$ cat config.mk
export PLATFORM = sky130hd
export DESIGN_NAME = pid_antiwindup_motor_drive_top
export DESIGN_NICKNAME = d
export VERILOG_FILES = /design/src/hw/rtl/pida_pkg.sv /design/src/hw/rtl/pid_antiwindup_motor_drive_top.sv /design/src/hw/rtl/pida_div.sv /design/src/hw/rtl/pida_ctrl.sv /design/src/hw/rtl/pida_datapath.sv
export SDC_FILE = /design/constraint.sdc
export NUM_CORES = 2
export LEC_CHECK = 0
export BUFFER_PORTS_ARGS = -buffer_cell sky130_fd_sc_hd__buf_2
export CAP_MARGIN = 10
export CORE_MARGIN = 3
export CORE_UTILIZATION = 27
export CTS_CLUSTER_DIAMETER = 120
export DETAILED_ROUTE_END_ITERATION = 6
export HOLD_SLACK_MARGIN = 0.1
export MAX_ROUTING_LAYER = met4
export PLACE_DENSITY = 0.46
export SLEW_MARGIN = 25
export SYNTH_ARGS = -nofsm -noshare
export SYNTH_HDL_FRONTEND = slang
export SYNTH_SLANG_ARGS = --single-unit
$ cat constraint.sdc
create_clock -name clk -period 11.96 [get_ports clk]
set_input_delay 1.794 -clock clk [delete_from_list [all_inputs] [get_ports clk]]
set_output_delay 1.794 -clock clk [all_outputs]
set_load 0.005 [all_outputs]
$ cat src/hw/rtl/pida_pkg.sv
// Shared types, codes and helpers for the three-axis PID drive block.
// No dependencies; used by the top level, controller and datapath.
package pida_pkg;

  localparam int DataW  = 16;
  localparam int AccW   = 48;
  localparam int InTdW  = 40;
  localparam int OutTdW = 40;
  localparam logic [15:0] MsPerSec = 16'd1000;
  // ceil(2^36 / 1000): exact quotient by 1000 for any dividend below 2^26
  localparam logic [26:0] MsRecip  = 27'd68719477;
  localparam int          MsShift  = 36;

  typedef enum logic [2:0] {
    CFG_KP   = 3'd0,
    CFG_KI   = 3'd1,
    CFG_KD   = 3'd2,
    CFG_KR   = 3'd3,
    CFG_PER  = 3'd4,
    CFG_DMAX = 3'd5,
    CFG_DMIN = 3'd6,
    CFG_AW   = 3'd7
  } cfg_idx_t;

  typedef enum logic [3:0] {
    ST_IDLE, ST_GAP, ST_KI, ST_KRL, ST_KRH, ST_KRSUM, ST_SPL, ST_SPH,
    ST_SPSUM, ST_DIV1, ST_INT, ST_KD, ST_DIV2, ST_SUM, ST_EMIT
  } state_t;

  typedef enum logic [3:0] {
    OP_NONE, OP_LOAD, OP_GAP, OP_KI, OP_KRL, OP_KRH, OP_KRSUM, OP_SPL,
    OP_SPH, OP_SPSUM, OP_INT, OP_KD, OP_SUM, OP_EMIT
  } dp_op_t;

  typedef struct packed {
    dp_op_t op;
  } dp_cmd_t;

  typedef struct packed {
    logic axis_ok;
    logic div_busy;
    logic out_free;
  } dp_status_t;

  function automatic logic signed [47:0] sat48(input logic signed [65:0] x);
    logic signed [65:0] hi;
    logic signed [65:0] lo;
    hi = 66'sh0_7FFF_FFFF_FFFF;
    lo = -66'sh0_8000_0000_0000;
    if (x > hi) return 48'sh7FFF_FFFF_FFFF;
    if (x < lo) return -48'sh8000_0000_0000;
    return x[47:0];
  endfunction

endpackage

$ cat src/hw/rtl/pid_antiwindup_motor_drive_top.sv
// Three-axis speed PID with back-calculation anti-windup, top level.
// From the accepting edge to m_tvalid an item passes a 64-step restoring
// division of the derivative by the period, a four-digit division by 1000
// for the integral and 12 further sequencer steps.
// One item at a time: no new item is taken until the last one has left the
// sequencer; the output register lets the next item in while a result waits.
// Reset (rst, synchronous): registers to defaults, all axis state to zero.
module pid_antiwindup_motor_drive_top #(
  parameter int AXES = 3
) (
  input  logic        clk,
  input  logic        rst,
  input  logic        s_tvalid,
  output logic        s_tready,
  input  logic [39:0] s_tdata,   // axis[1:0], reference_speed[17:2], measured_speed[33:18]
  output logic        m_tvalid,
  input  logic        m_tready,
  output logic [39:0] m_tdata,   // axis_out[1:0], drive[17:2], pwm_level[33:18],
                                 // bridge_a[34], bridge_b[35], stopped[36]
  input  logic        cfg_we,
  input  logic [2:0]  cfg_index,
  input  logic [15:0] cfg_data
);
  pida_pkg::dp_cmd_t    cmd;
  pida_pkg::dp_status_t status;

  pida_ctrl u_ctrl (
    .clk      (clk),
    .rst      (rst),
    .in_valid (s_tvalid),
    .in_ready (s_tready),
    .status   (status),
    .cmd      (cmd)
  );

  pida_datapath #(.AXES(AXES)) u_dp (
    .clk       (clk),
    .rst       (rst),
    .cmd       (cmd),
    .status    (status),
    .cfg_we    (cfg_we),
    .cfg_index (cfg_index),
    .cfg_data  (cfg_data),
    .in_data   (s_tdata),
    .out_valid (m_tvalid),
    .out_ready (m_tready),
    .out_data  (m_tdata)
  );

endmodule

$ cat src/hw/rtl/pida_div.sv
// Radix-2 restoring divider, signed dividend by unsigned divisor, floor result.
// Uses pida_pkg nothing but is compiled after it.
module pida_div (
  input  logic               clk,
  input  logic               rst,
  input  logic               start,
  input  logic signed [63:0] dividend,
  input  logic [15:0]        divisor,
  output logic               busy,
  output logic signed [63:0] quotient
);
  localparam int Steps = 64;
  localparam int CntW  = $clog2(Steps + 1);

  logic [CntW-1:0] cnt;
  logic [63:0]     mag;
  logic [16:0]     rem;
  logic [15:0]     dvs;
  logic            neg;
  logic [16:0]     trial;

  assign trial = {rem[15:0], mag[63]};

  always_ff @(posedge clk) begin
    if (rst) begin
      busy <= 1'b0;
      cnt  <= '0;
    end else if (start) begin
      busy <= 1'b1;
      cnt  <= CntW'(Steps);
    end else if (busy) begin
      cnt <= cnt - 1'b1;
      if (cnt == CntW'(1)) busy <= 1'b0;
    end
  end

  always_ff @(posedge clk) begin
    if (start) begin
      neg <= dividend[63];
      mag <= dividend[63] ? 64'(-dividend) : dividend;
      rem <= '0;
      dvs <= divisor;
    end else if (busy) begin
      if (trial >= {1'b0, dvs}) begin
        rem <= trial - {1'b0, dvs};
        mag <= {mag[62:0], 1'b1};
      end else begin
        rem <= trial;
        mag <= {mag[62:0], 1'b0};
      end
    end
  end

  // floor for negative dividends: -q-1 when a remainder is left
  always_comb begin
    if (!neg) quotient = mag;
    else if (rem != '0) quotient = ~mag;
    else quotient = -mag;
  end

endmodule

$ cat src/hw/rtl/pida_ctrl.sv
// Sequencer for the PID datapath: one state per arithmetic step.
// Depends on pida_pkg for state, command and status types.
module pida_ctrl (
  input  logic                 clk,
  input  logic                 rst,
  input  logic                 in_valid,
  output logic                 in_ready,
  input  pida_pkg::dp_status_t status,
  output pida_pkg::dp_cmd_t    cmd
);
  pida_pkg::state_t state, state_next;
  logic accept;

  assign accept = in_valid && (state == pida_pkg::ST_IDLE);

  always_ff @(posedge clk) begin
    if (rst) state <= pida_pkg::ST_IDLE;
    else state <= state_next;
  end

  always_comb begin
    state_next = state;
    case (state)
      pida_pkg::ST_IDLE:  if (accept && status.axis_ok) state_next = pida_pkg::ST_GAP;
      pida_pkg::ST_GAP:   state_next = pida_pkg::ST_KI;
      pida_pkg::ST_KI:    state_next = pida_pkg::ST_KRL;
      pida_pkg::ST_KRL:   state_next = pida_pkg::ST_KRH;
      pida_pkg::ST_KRH:   state_next = pida_pkg::ST_KRSUM;
      pida_pkg::ST_KRSUM: state_next = pida_pkg::ST_SPL;
      pida_pkg::ST_SPL:   state_next = pida_pkg::ST_SPH;
      pida_pkg::ST_SPH:   state_next = pida_pkg::ST_SPSUM;
      pida_pkg::ST_SPSUM: state_next = pida_pkg::ST_DIV1;
      pida_pkg::ST_DIV1:  if (!status.div_busy) state_next = pida_pkg::ST_INT;
      pida_pkg::ST_INT:   state_next = pida_pkg::ST_KD;
      pida_pkg::ST_KD:    state_next = pida_pkg::ST_DIV2;
      pida_pkg::ST_DIV2:  if (!status.div_busy) state_next = pida_pkg::ST_SUM;
      pida_pkg::ST_SUM:   state_next = pida_pkg::ST_EMIT;
      pida_pkg::ST_EMIT:  if (status.out_free) state_next = pida_pkg::ST_IDLE;
      default:            state_next = pida_pkg::ST_IDLE;
    endcase
  end

  always_comb begin
    in_ready = 1'b0;
    cmd.op   = pida_pkg::OP_NONE;
    case (state)
      pida_pkg::ST_IDLE: begin
        in_ready = 1'b1;
        if (accept) cmd.op = pida_pkg::OP_LOAD;
      end
      pida_pkg::ST_GAP:   cmd.op = pida_pkg::OP_GAP;
      pida_pkg::ST_KI:    cmd.op = pida_pkg::OP_KI;
      pida_pkg::ST_KRL:   cmd.op = pida_pkg::OP_KRL;
      pida_pkg::ST_KRH:   cmd.op = pida_pkg::OP_KRH;
      pida_pkg::ST_KRSUM: cmd.op = pida_pkg::OP_KRSUM;
      pida_pkg::ST_SPL:   cmd.op = pida_pkg::OP_SPL;
      pida_pkg::ST_SPH:   cmd.op = pida_pkg::OP_SPH;
      pida_pkg::ST_SPSUM: cmd.op = pida_pkg::OP_SPSUM;
      pida_pkg::ST_INT:   cmd.op = pida_pkg::OP_INT;
      pida_pkg::ST_KD:    cmd.op = pida_pkg::OP_KD;
      pida_pkg::ST_SUM:   cmd.op = pida_pkg::OP_SUM;
      pida_pkg::ST_EMIT:  if (status.out_free) cmd.op = pida_pkg::OP_EMIT;
      default:            cmd.op = pida_pkg::OP_NONE;
    endcase
  end

  a_div_starts: assert property (@(posedge clk) disable iff (rst)
    (cmd.op == pida_pkg::OP_SPSUM || cmd.op == pida_pkg::OP_KD) |=> status.div_busy)
    else $error("divider did not start");
  a_bad_axis_dropped: assert property (@(posedge clk) disable iff (rst)
    (accept && !status.axis_ok) |=> state == pida_pkg::ST_IDLE)
    else $error("out-of-range axis started a step");
  a_emit_holds: assert property (@(posedge clk) disable iff (rst)
    (state == pida_pkg::ST_EMIT && !status.out_free) |=> state == pida_pkg::ST_EMIT)
    else $error("result dropped while output busy");

endmodule

$ cat src/hw/rtl/pida_datapath.sv
// PID datapath: config registers, per-axis state, shared multiplier, divider
// and output register. Depends on pida_pkg and pida_div.
module pida_datapath #(
  parameter int AXES = 3
) (
  input  logic                 clk,
  input  logic                 rst,
  input  pida_pkg::dp_cmd_t    cmd,
  output pida_pkg::dp_status_t status,
  input  logic                 cfg_we,
  input  logic [2:0]           cfg_index,
  input  logic [15:0]          cfg_data,
  input  logic [pida_pkg::InTdW-1:0]  in_data,
  output logic                 out_valid,
  input  logic                 out_ready,
  output logic [pida_pkg::OutTdW-1:0] out_data
);
  localparam int AW = (AXES > 1) ? $clog2(AXES) : 1;

  logic signed [15:0] kp, ki, kd, kr, dmax, dmin;
  logic [15:0]        per;
  logic               aw;

  logic signed [47:0] ia_mem [AXES];
  logic signed [16:0] pe_mem [AXES];
  logic signed [47:0] pu_mem [AXES];
  logic signed [15:0] pc_mem [AXES];

  logic [1:0]         in_axis;
  logic signed [15:0] in_ref, in_meas;
  logic [AW-1:0]      ax;
  logic [1:0]         ax_raw;
  logic               stop;
  logic signed [16:0] e;
  logic signed [17:0] de;
  logic signed [47:0] gap, p, sk, s, ia, u;
  logic signed [41:0] t, prod;
  logic signed [24:0] mul_a;
  logic signed [16:0] mul_b;
  logic [15:0]        per_eff;

  logic               div_start, div_busy;
  logic signed [63:0] div_dividend, div_q;
  logic [15:0]        div_divisor;

  assign in_axis = in_data[1:0];
  assign in_ref  = in_data[17:2];
  assign in_meas = in_data[33:18];
  assign per_eff = (per == 16'd0) ? 16'd1 : per;

  assign status.axis_ok  = ({30'd0, in_axis} < AXES);
  assign status.out_free = !out_valid || out_ready;

  always_ff @(posedge clk) begin
    if (rst) begin
      kp <= 16'sd256; ki <= 16'sd128; kd <= 16'sd0; kr <= 16'sd256;
      per <= 16'd351; dmax <= 16'sd8000; dmin <= -16'sd8000; aw <= 1'b1;
    end else if (cfg_we) begin
      case (cfg_index)
        pida_pkg::CFG_KP:   kp   <= cfg_data;
        pida_pkg::CFG_KI:   ki   <= cfg_data;
        pida_pkg::CFG_KD:   kd   <= cfg_data;
        pida_pkg::CFG_KR:   kr   <= cfg_data;
        pida_pkg::CFG_PER:  per  <= cfg_data;
        pida_pkg::CFG_DMAX: dmax <= cfg_data;
        pida_pkg::CFG_DMIN: dmin <= cfg_data;
        pida_pkg::CFG_AW:   aw   <= cfg_data[0];
        default: ;
      endcase
    end
  end

  // shared multiplier, product registered every cycle
  always_comb begin
    mul_a = '0;
    mul_b = '0;
    case (cmd.op)
      pida_pkg::OP_GAP: begin mul_a = 25'(e); mul_b = 17'(kp); end
      pida_pkg::OP_KI:  begin mul_a = 25'(e); mul_b = 17'(ki); end
      pida_pkg::OP_KRL: begin mul_a = {1'b0, gap[23:0]}; mul_b = 17'(kr); end
      pida_pkg::OP_KRH: begin mul_a = 25'($signed(gap[47:24])); mul_b = 17'(kr); end
      pida_pkg::OP_SPL: begin mul_a = {1'b0, s[23:0]}; mul_b = {1'b0, per_eff}; end
      pida_pkg::OP_SPH: begin mul_a = 25'($signed(s[47:24])); mul_b = {1'b0, per_eff}; end
      pida_pkg::OP_INT: begin mul_a = 25'(de); mul_b = 17'(kd); end
      default: ;
    endcase
  end

  always_ff @(posedge clk) prod <= mul_a * mul_b;

  // gap between last clamped and last unclamped whole parts
  logic signed [47:0] pu_r;
  logic signed [48:0] pu_mag, pu_whole;
  logic signed [49:0] whole;
  logic signed [65:0] gap_full;
  assign pu_r     = pu_mem[ax];
  assign pu_mag   = pu_r[47] ? -49'(pu_r) : 49'(pu_r);
  assign pu_whole = {pu_mag[48:16], 16'h0000};
  assign whole    = pu_r[47] ? -50'(pu_whole) : 50'(pu_whole);
  assign gap_full = (66'(pc_mem[ax]) <<< 16) - 66'(whole);

  logic signed [63:0] wide, kdx, kdx1000;
  assign wide    = (64'(prod) <<< 24) + 64'(t);
  assign kdx     = 64'(prod);
  assign kdx1000 = (kdx <<< 10) - (kdx <<< 4) - (kdx <<< 3);

  // integral scaling by 1000: four 16-bit digits, top first, each digit by
  // reciprocal multiplication with the remainder carried down
  logic               kq_start, kq_busy, kq_neg;
  logic [2:0]         kq_cnt;
  logic [63:0]        kq_mag;
  logic [9:0]         kq_rem;
  logic [25:0]        kq_num, kq_back;
  logic [52:0]        kq_prod;
  logic [15:0]        kq_digit;
  logic signed [63:0] kq_quot;

  assign kq_start = (cmd.op == pida_pkg::OP_SPSUM);
  assign kq_num   = {kq_rem, kq_mag[63:48]};
  assign kq_prod  = 53'(kq_num) * 53'(pida_pkg::MsRecip);
  assign kq_digit = kq_prod[pida_pkg::MsShift+15:pida_pkg::MsShift];
  assign kq_back  = 26'(kq_digit) * 26'(pida_pkg::MsPerSec);

  always_ff @(posedge clk) begin
    if (rst) begin
      kq_busy <= 1'b0;
      kq_cnt  <= '0;
    end else if (kq_start) begin
      kq_busy <= 1'b1;
      kq_cnt  <= 3'd4;
    end else if (kq_busy) begin
      kq_cnt <= kq_cnt - 3'd1;
      if (kq_cnt == 3'd1) kq_busy <= 1'b0;
    end
  end

  always_ff @(posedge clk) begin
    if (kq_start) begin
      kq_neg <= wide[63];
      kq_mag <= wide[63] ? 64'(-wide) : wide;
      kq_rem <= '0;
    end else if (kq_busy) begin
      kq_mag <= {kq_mag[47:0], kq_digit};
      kq_rem <= 10'(kq_num - kq_back);
    end
  end

  // floor for negative dividends: -q-1 when a remainder is left
  always_comb begin
    if (!kq_neg) kq_quot = kq_mag;
    else if (kq_rem != '0) kq_quot = ~kq_mag;
    else kq_quot = -kq_mag;
  end

  assign status.div_busy = div_busy || kq_busy;

  assign div_start    = (cmd.op == pida_pkg::OP_KD);
  assign div_dividend = kdx1000 <<< 8;
  assign div_divisor  = per_eff;

  pida_div u_div (
    .clk      (clk),
    .rst      (rst),
    .start    (div_start),
    .dividend (div_dividend),
    .divisor  (div_divisor),
    .busy     (div_busy),
    .quotient (div_q)
  );

  // clamp and truncate toward zero
  logic signed [47:0] hi_lim, lo_lim, clamped;
  logic signed [48:0] c_mag;
  logic signed [15:0] drive, d_mag;
  assign hi_lim  = 48'(dmax) <<< 16;
  assign lo_lim  = 48'(dmin) <<< 16;
  assign clamped = (u >= hi_lim) ? hi_lim : ((u <= lo_lim) ? lo_lim : u);
  assign c_mag   = clamped[47] ? -49'(clamped) : 49'(clamped);
  assign d_mag   = c_mag[31:16];
  assign drive   = clamped[47] ? -d_mag : d_mag;

  always_ff @(posedge clk) begin
    case (cmd.op)
      pida_pkg::OP_LOAD: begin
        ax     <= AW'(in_axis);
        ax_raw <= in_axis;
        stop   <= (in_ref == 16'sd0);
        e      <= 17'(in_ref) - 17'(in_meas);
      end
      pida_pkg::OP_GAP: begin
        gap <= pida_pkg::sat48(gap_full);
        de  <= 18'(e) - 18'(pe_mem[ax]);
      end
      pida_pkg::OP_KI:    p  <= {prod[39:0], 8'h00};
      pida_pkg::OP_KRL:   sk <= {prod[39:0], 8'h00};
      pida_pkg::OP_KRH:   t  <= prod;
      pida_pkg::OP_KRSUM: s  <= pida_pkg::sat48(66'(sk) + (aw ? 66'(wide >>> 8) : 66'sd0));
      pida_pkg::OP_SPH:   t  <= prod;
      pida_pkg::OP_INT:   ia <= pida_pkg::sat48(66'(ia_mem[ax]) + 66'(kq_quot));
      pida_pkg::OP_SUM:   u  <= pida_pkg::sat48(66'(p) + 66'(ia) + 66'(div_q));
      default: ;
    endcase
  end

  always_ff @(posedge clk) begin
    if (rst) begin
      for (int i = 0; i < AXES; i++) begin
        ia_mem[i] <= '0; pe_mem[i] <= '0; pu_mem[i] <= '0; pc_mem[i] <= '0;
      end
    end else if (cmd.op == pida_pkg::OP_EMIT) begin
      ia_mem[ax] <= ia;
      pe_mem[ax] <= e;
      pu_mem[ax] <= u;
      pc_mem[ax] <= drive;
    end
  end

  always_ff @(posedge clk) begin
    if (rst) out_valid <= 1'b0;
    else if (cmd.op == pida_pkg::OP_EMIT) out_valid <= 1'b1;
    else if (out_ready) out_valid <= 1'b0;
  end

  always_ff @(posedge clk) begin
    if (cmd.op == pida_pkg::OP_EMIT) begin
      out_data[1:0]   <= ax_raw;
      out_data[17:2]  <= drive;
      out_data[33:18] <= stop ? 16'd0 : d_mag;
      out_data[34]    <= !stop && !clamped[47];
      out_data[35]    <= !stop && clamped[47];
      out_data[36]    <= stop;
      out_data[39:37] <= 3'b000;
    end
  end

endmodule
==> qor.csv <==
metric,value,unit
status,"complete, but fails checks",
failing checks,design-rule violations,
Layout area overhead,11.2,%
CTS tree,done,
top_reg_cell synth,edfxtp_1,
number of synthesized flops with an enable pin,1036,
Worst EP required,12.71,ns
#FFs+latches synth,1237,
core area,381000,um^2
Worst Tran Pin Value,1.14,ns
Final Cell Area,115000,um^2
First-pass DRT Iterations,7,
initial drt markers,7343,
crit path capture type,flip-flop,
top post-synthesis cells by area,"edfxtp_1 30%, fa_1 14%, ha_1 10%",
cts repair resizes,0,
most area-hungry cell type in the Yosys netlist,edfxtp_1,
largest net degree at the start of global routing,69,
Avg Vias per Cell,5.00,
Syn Inst Count,10600,
"commonest non-fill, non-tap cell in the layout",inv_1,
I/O pin cnt,106,
Die X-Extent,626,um
CP max-delay cell,edfxtp_1,
min Tclk post-route,10.67,ns
CP Data Arrival Time,11.41,ns
Syn Std Cell Area,104000,um^2
setup TNS,0,ns
via count,78700,
hold slack,0.448,ns
RSZ-0062 raised after global routing,false,
Crit Path Max Fanout,9,
fmax,0.0937,GHz
Synth cell types,100,
yosys warns,0,
"Slew Viols, Final",0,
global-route wire length before repair,536000,um
total CTS buffers,153,
total wire length,367000,um
Worst Hold Class,reg -> reg,
clock buffer depth,4,
GPL Wtd Cong,0.920,
initial antenna violation count,32,
Site Rows,226,
layout cell share with drive strength beyond 1,6.87,%
root buf cell,clkbuf_16,
"Avg Cell Area, Syn",9.78,um^2
# clock sinks,1237,
Crit path top cell by count,fa_1,
Post-CTS Setup Bufs,0,
H-Tree Depth,4,
# hold bufs at CTS,0,
final hold vios,0,
Yosys top cell area share,30.0,%
placed instance area,110000,um^2
vias in the first global route,77200,
Max Cap Viol,0,
clk_skew,0.0768,ns
Nets,12200,
"commonest non-fill, non-tap cells in the layout","1382 x inv_1, 1036 x edfxtp_1, 986 x nand2_1, 835 x ha_1, 795 x nor2_1",
Worst Setup Start Kind,flip-flop,
Routed WL per cell,23.3,um
Post-Route Utilization,30.3,%
Setup Viol. Count Final,0,
Routed Antenna Nets,0,
drt drc,3,
Final Cycle Share,89.2,%
die height,626,um
crit-path max cell delay,0.83,ns
Overall Global Routing Usage,19.0,%
"Seq/Total Area, Yosys",33.9,%
total gr overflow,0,
Worst-path clk slew,0.07,ns
Die Footprint,391000,um^2
ys async rst share,0,%
Post-DP HPWL,283000,um
initial core utilization,27.2,%
"Clk Latency, worst-skew pair",0.83,ns
worst setup path category,reg -> reg,
Port Buffer Count,96,
Slew HR,23.7,%
## kinds of logic (layout without fill, tap and decap cells)
logic type               after synthesis  after routing  synth area share (%)
multiplexers                         155            155                  2.87
XOR/XNOR                             655            655                  5.55
buffers and inverters               1802           1915                  6.55
AO/OA/AOI/OAI                       2141           2141                  13.0
adder cells (fa/ha/maj)             1565           1565                  24.2
other                                  1             14               0.00362
flip-flops                          1237           1237                  33.9
AND/OR/NAND/NOR                     3041           3041                  14.0
## area by class of cell
| type | instances | area (um^2) |
|---|---|---|
| fillers | 40000 | 265000 |
| multi-input cells | 7560 | 62100 |
| flip-flops and latches | 1237 | 35100 |
| well taps | 5016 | 6280 |
| inverters | 1385 | 5200 |
| clock buffers | 194 | 4030 |
| repair buffers | 264 | 1800 |
| clock inverters | 72 | 743 |
| diodes | 11 | 27.5 |
## critical path, delay by kind of cell (launching register included)
kind / cells / cell delay (ns)
DFF: 1 / 0.83
and+or+nand+nor: 4 / 1.07
buffers and inverters: 7 / 0.54
AOI/OAI and AO/OA: 4 / 1.15
xor gates and xnor gates: 5 / 1.06
adders and majority gates: 14 / 5.92
## path summary, 6_finish.rpt
| path | slack, ns | end | cells after the start | startpoint |
|---|---|---|---|---|
| worst max-delay path | 1.29 | u_dp.kq_rem[9] | 34 | u_dp.kq_mag[60] |
| worst min-delay path | 0.45 | u_dp.ia_mem[3][29] | 0 | u_dp.ia[29] |
| worst max register to register | 1.29 | u_dp.kq_rem[9] | 34 | u_dp.kq_mag[60] |
| worst min register to register | 0.45 | u_dp.ia_mem[3][29] | 0 | u_dp.ia[29] |
## sequential cells by signal, indices dropped and copies added, names as in the netlist, 40 cells and up, named ones only
name,cells
u_dp.ia,48
u_dp.ia_mem,192
u_dp.kq_mag,64
u_dp.p,40
u_dp.pc_mem,64
u_dp.pe_mem,68
u_dp.prod,42
u_dp.pu_mem,192
u_dp.s,48
u_dp.sk,40
u_dp.t,42
u_dp.u,48
u_dp.u_div.mag,64
## metal layers
metal	track usage (%)	routed length (um)	part of all wire, %
met3	2.24	20700	5.6
met2	29.0	165000	45
met4	4.45	9570	2.6
met1	26.7	173000	47
met5	-	0	0
## metrics by stage
| step | cells | worst slack (ns) |
|---|---|---|
| finish | 15700 | 1.29 |
| global route | 15700 | 0.666 |
| CTS | 15700 | 1.28 |
| detailed placement | 15500 | 1.27 |
| global placement | 15400 | 1.34 |
| floorplan | 10600 | 2.36 |
## Yosys cell counts, drive strengths merged, types with 67 or more instances
cell / count
and3: 153
a21o: 242
nor2: 808
mux4: 113
nor3: 142
nand2b: 87
ha: 835
xor2: 276
inv: 1384
a21oi: 610
o21bai: 67
and2: 224
nand4: 109
o31ai: 89
xnor2: 378
clkbuf: 385
fa: 730
o21ai: 598
edfxtp: 1036
dfxtp: 201
or3: 68
nor2b: 67
nand3: 150
nand2: 988
Power is not shown: default switching activity piles up to over one toggle a cycle in this logic, so the estimate is an artifact.
